**config.mk**
```make
export PLATFORM = sky130hd
export DESIGN_NAME = tmpr_ram
export DESIGN_NICKNAME = d
export VERILOG_FILES = /design/src/design/tile_map_pixel_renderer_unit_defines.svh /design/src/design/tmpr_pkg.sv /design/src/design/tmpr_ram.sv
export SDC_FILE = /design/constraint.sdc
export NUM_CORES = 2
export LEC_CHECK = 0
export ABC_AREA = 1
export BUFFER_PORTS_ARGS = -buffer_cell sky130_fd_sc_hd__buf_2
export CAP_MARGIN = 20
export CELL_PAD_IN_SITES_DETAIL_PLACEMENT = 0
export CELL_PAD_IN_SITES_GLOBAL_PLACEMENT = 2
export CORE_AREA = 2 2 612 614
export DETAILED_ROUTE_END_ITERATION = 7
export DIE_AREA = 0 0 614 616
export MAX_ROUTING_LAYER = met4
export PLACE_DENSITY = 0.85
export SYNTH_ARGS = -nofsm -noshare
export SYNTH_HDL_FRONTEND = slang
export SYNTH_SLANG_ARGS = --single-unit
export TNS_END_PERCENT = 100
```
**constraint.sdc**
```tcl
create_clock -name clk -period 1.96 [get_ports clk]
set_input_delay 0.098 -clock clk [delete_from_list [all_inputs] [get_ports clk]]
set_output_delay 0.098 -clock clk [all_outputs]
set_load 0.03 [all_outputs]
```
**src/design/tile_map_pixel_renderer_unit_defines.svh**
```systemverilog
// assertion macros for the tile map pixel renderer
`ifndef TILE_MAP_PIXEL_RENDERER_UNIT_DEFINES_SVH
`define TILE_MAP_PIXEL_RENDERER_UNIT_DEFINES_SVH

`ifndef SYNTHESIS

// condition holds in the same cycle as the trigger
`define TMPR_ASSERT_SAME(label, clk, rst_n, trig, cond) \
	label: assert property (@(posedge clk) disable iff (!(rst_n)) (trig) |-> (cond)) \
		else $error("tmpr assertion failed");

// condition holds in the cycle after the trigger
`define TMPR_ASSERT_NEXT(label, clk, rst_n, trig, cond) \
	label: assert property (@(posedge clk) disable iff (!(rst_n)) (trig) |=> (cond)) \
		else $error("tmpr assertion failed");

`else

`define TMPR_ASSERT_SAME(label, clk, rst_n, trig, cond)
`define TMPR_ASSERT_NEXT(label, clk, rst_n, trig, cond)

`endif

`endif

```
**src/design/tmpr_pkg.sv**
```systemverilog
// shared constants and types of the tile map pixel renderer
package tmpr_pkg;

	// default memory sizes in bytes
	localparam int unsigned BANK_ONE_BYTES_DEF   = 512;
	localparam int unsigned BANK_TWO_BYTES_DEF   = 2048;
	localparam int unsigned BANK_THREE_BYTES_DEF = 2048;
	localparam int unsigned MAP_BYTES_DEF        = 8192;

	// field widths
	localparam int unsigned CMD_W    = 3;
	localparam int unsigned ADDR_W   = 13;
	localparam int unsigned BYTE_W   = 8;
	localparam int unsigned SCR_W    = 8;
	localparam int unsigned COLOR_W  = 16;
	localparam int unsigned CAM_W    = 12;
	localparam int unsigned WORLD_W  = 13;
	localparam int unsigned CFG_IDX_W  = 2;
	localparam int unsigned CFG_DATA_W = 16;
	// wide enough for any address compare against a size up to 65536
	localparam int unsigned CMP_W    = 17;

	// map layout
	localparam int unsigned LAYOUT_BASE = 4060;
	localparam int unsigned LAYOUT_ROW  = 54;
	localparam int unsigned SCREEN_H    = 192;

	// tile bank boundaries
	localparam int unsigned TILE_BANK_TWO_LO   = 45;
	localparam int unsigned TILE_BANK_THREE_LO = 139;
	localparam int unsigned TILE_BANK_TWO_HI   = 204;

	localparam logic [COLOR_W-1:0] DRAW_COLOR_RST = 16'h7FFF;

	typedef enum logic [CMD_W-1:0] {
		CMD_BANK_ONE   = 3'd0,
		CMD_BANK_TWO   = 3'd1,
		CMD_BANK_THREE = 3'd2,
		CMD_MAP        = 3'd3,
		CMD_RENDER     = 3'd4
	} cmd_t;

	typedef enum logic [CFG_IDX_W-1:0] {
		CFG_CAM_X      = 2'd0,
		CFG_CAM_Y      = 2'd1,
		CFG_DRAW_COLOR = 2'd2
	} cfg_idx_t;

	typedef enum logic [1:0] {
		SEL_ONE   = 2'd0,
		SEL_TWO   = 2'd1,
		SEL_THREE = 2'd2
	} bank_sel_t;

endpackage

```
**src/design/tmpr_ram.sv**
```systemverilog
// byte memory with one write port and one registered read port
module tmpr_ram #(
	parameter int unsigned DEPTH = tmpr_pkg::BANK_ONE_BYTES_DEF
) (
	input  logic                       clk,
	input  logic                       rd_en,
	input  logic [$clog2(DEPTH)-1:0]   rd_addr,
	output logic [tmpr_pkg::BYTE_W-1:0] rd_data,
	input  logic                       wr_en,
	input  logic [$clog2(DEPTH)-1:0]   wr_addr,
	input  logic [tmpr_pkg::BYTE_W-1:0] wr_data
);
	import tmpr_pkg::*;

	logic [BYTE_W-1:0] mem [DEPTH];

	always_ff @(posedge clk) begin
		if (wr_en) begin
			mem[wr_addr] <= wr_data;
		end
	end

	always_ff @(posedge clk) begin
		if (rd_en) begin
			rd_data <= mem[rd_addr];
		end
	end

endmodule

```
==> metrics.txt <==
initial antenna violation count=23; Critical Path Sink Type=output pin; sequential power share=51.1%; Crit path depth=1; Synthesized Nets=13.9k; worst path cell trace=buf_6; synthesized cell area=167,000 sq um; register area=123,000 sq um; HP Start=wr_addr[1]; Ports=37; core area=371,000 sq um; Power Density=949 nW/um^2; failing checks=negative setup slack; Comb pwr share=7.1%; antenna violation net count after detailed routing=0; critical path class=flip-flop to output pin; largest net degree at the start of global routing=127; switching share of power=22.7%; most frequent cells in the layout=4,145 x nand2_1, 4,104 x edfxtp_1, 3,922 x nand3_1; number of global-route vias before repair=108k; min Tclk post-route=2.02 ns; synthesis-to-finish area growth=19.6%; area of the multi-input gates=39,100 sq um; RR Startpoint=mem[467][0]$_DFFE_PP_; width of the die=614 um; fillers=30.9k; biggest cell delay along the critical path=0.71 ns; CP Max Fanout=1; Warnings, synthesis=0; drt first pass iters=6; Internal=0.146 W; routed vias=112k; Initial Util=44.9%; layout cell share with drive strength beyond 1=15.8%; Clock Skew=0.0831 ns; Cell variety after synth=15; Post-Synthesis Cells=13.9k; actual slew at the worst max-slew pin=0.767 ns; Final Util=53.7%; all-layer global routing usage=26.7%; DPL Wire Length=318,000 um; VDD IR max=0.804 mV; status=complete, but fails checks; H-Tree Depth=5; Die Ht=616 um; first-pass GRT wire length=728,000 um; CP max-delay cell=edfxtp_1; crit-path leading delay family=flip-flops; num rows=224; initial detailed-routing violation count=12.9k; CP arrival=1.92 ns; reg-to-reg setup timing slack=0.02 ns; Hold Path Class=input port to flip-flop; worst hold endpoint=mem[149][2]$_DFFE_PP_; die area=378,000 sq um; P_leak=72.0 nW; Setup violations, final=3; Pwr Total=0.189 W; drt drc=0; clk sinks=4,104; RSZ-0062 raised after global routing=yes; syn avg cell area=12.0 sq um; synthesis-stage register bit count=4,104; PortBufs=36; most common cell after layout, fill and taps aside=nand2_1; reg2reg end=rd_data[0]$_DFFE_PP_; Reg2Reg Depth=10; CTS buffer count=426; Clock power frac=41.7%; nets@finish=15.1k; max-cap viol count=0; Routed Wire Length=497,000 um; CP Launch Type=flip-flop; hold depth=5; GPL Wtd Cong=0.881; period utilisation layout=103%; Required @ worst endpoint=1.86 ns; Setup Buffers After CTS=0; crit path buf inv count=1; pins over their slew limit=0; post-route setup slack=-0.0585 ns; Seq/Total Area, Yosys=73.9%; grt total ovfl=0; vias per cell=5.51; clk buf depth=4; Clock transition at path regs=0.07 ns; root buf cell=clkbuf_16; worst skew pair latency=1.00 ns; Hold WS=0.0511 ns; Sw Pwr=0.0429 W; headroom to the max-slew limit=48.8%; Final Hold Viols=0; Avg WL per Cell=24.4 um; CTS tree=done; fmax=495 MHz
-- worst max path at each step --
stage | start | to | slack, ns
3_5_place_dp | rd_addr[0] | rd_data[0]$_DFFE_PP_ | -0.88
3_3_place_gp | rd_addr[0] | rd_data[5]$_DFFE_PP_ | -0.91
4_1_cts | rd_data[7]$_DFFE_PP_ | rd_data[7] | -0.1
6_report | rd_data[7]$_DFFE_PP_ | rd_data[7] | -0.06
5_1_grt | mem[389][0]$_DFFE_PP_ | rd_data[0]$_DFFE_PP_ | -0.04
2_1_floorplan | wr_addr[4] | mem[212][0]$_DFFE_PP_ | 0.27
-- worst min-delay path: cells and delay by family --
kind | cells | cell delay (ns)
buffers and inverters | 2 | 0.33
and+or+nand+nor | 3 | 0.43
-- cells in the mapped netlist (all sizes together) --
cell type,count,area [sq um]
nand2,4160,15600
edfxtp,4104,123000
nand3,4080,20400
buf,799,4710
nor2,514,1930
clkbuf,184,691
inv,39,151
nor3,11,55.1
-- power groups by stage --
stage / Clock (W) / Combinational, W / Sequential (W)
final: 0.0790 / 0.0135 / 0.0967
after floorplan: 0 / 0.00598 / 0.0986
after CTS: 0.0799 / 0.0133 / 0.0967
after global routing: 0.0834 / 0.0144 / 0.0967
after global placement: 0 / 0.0131 / 0.0986
after detailed placement: 0 / 0.0131 / 0.0986
-- what timing repair did --
action                                  in CTS  in global routing
gates resized for setup                     79                116
pin swaps                                    0                  9
hold buffers                                17                  0
endpoints found under the setup margin      16                105
endpoints found under the hold margin     3932                  0
-- layer usage --
| metal | share of wire (%) | wire [um] | track usage, % |
|---|---|---|---|
| met2 | 47 | 232000 | 41.2 |
| met3 | 7.4 | 37000 | 3.47 |
| met1 | 43 | 211000 | 37.1 |
| met4 | 3.3 | 16600 | 8.11 |
| met5 | 0 | 0 | - |
-- state kept, by name (all words and copies together), names as in the netlist --
register and cells:
mem 4096, rd_data 8
-- cell type report --
class	count	area share, %
Antenna cell	7	0.00878
Clock buffer	538	5.61
Clock inverter	230	1.14
Inverter	39	0.102
Multi-Input combinational cell	8765	19.6
Sequential cell	4104	61.8
Tap cell	4972	3.12
Timing Repair Buffer	1697	8.63
-- per-stage QoR --
step	instances	setup slack (ns)	cell area (sq um)	TNS, ns
global route	20349	-0.0373	199000	-0.173
detailed placement	19560	-0.879	185000	-7.53
global placement	19560	-0.905	185000	-7.24
finish	20352	-0.0585	199000	-0.114
floorplan	13891	0.271	167000	0
CTS	20345	-0.0964	199000	-0.389
-- cells by family after synthesis --
group,after synthesis,synth area share (%)
simple gates,8765,22.8
buf+inv,1022,3.33
flops,4104,73.9
No activity file was read; power rests on OpenSTA's default activity.
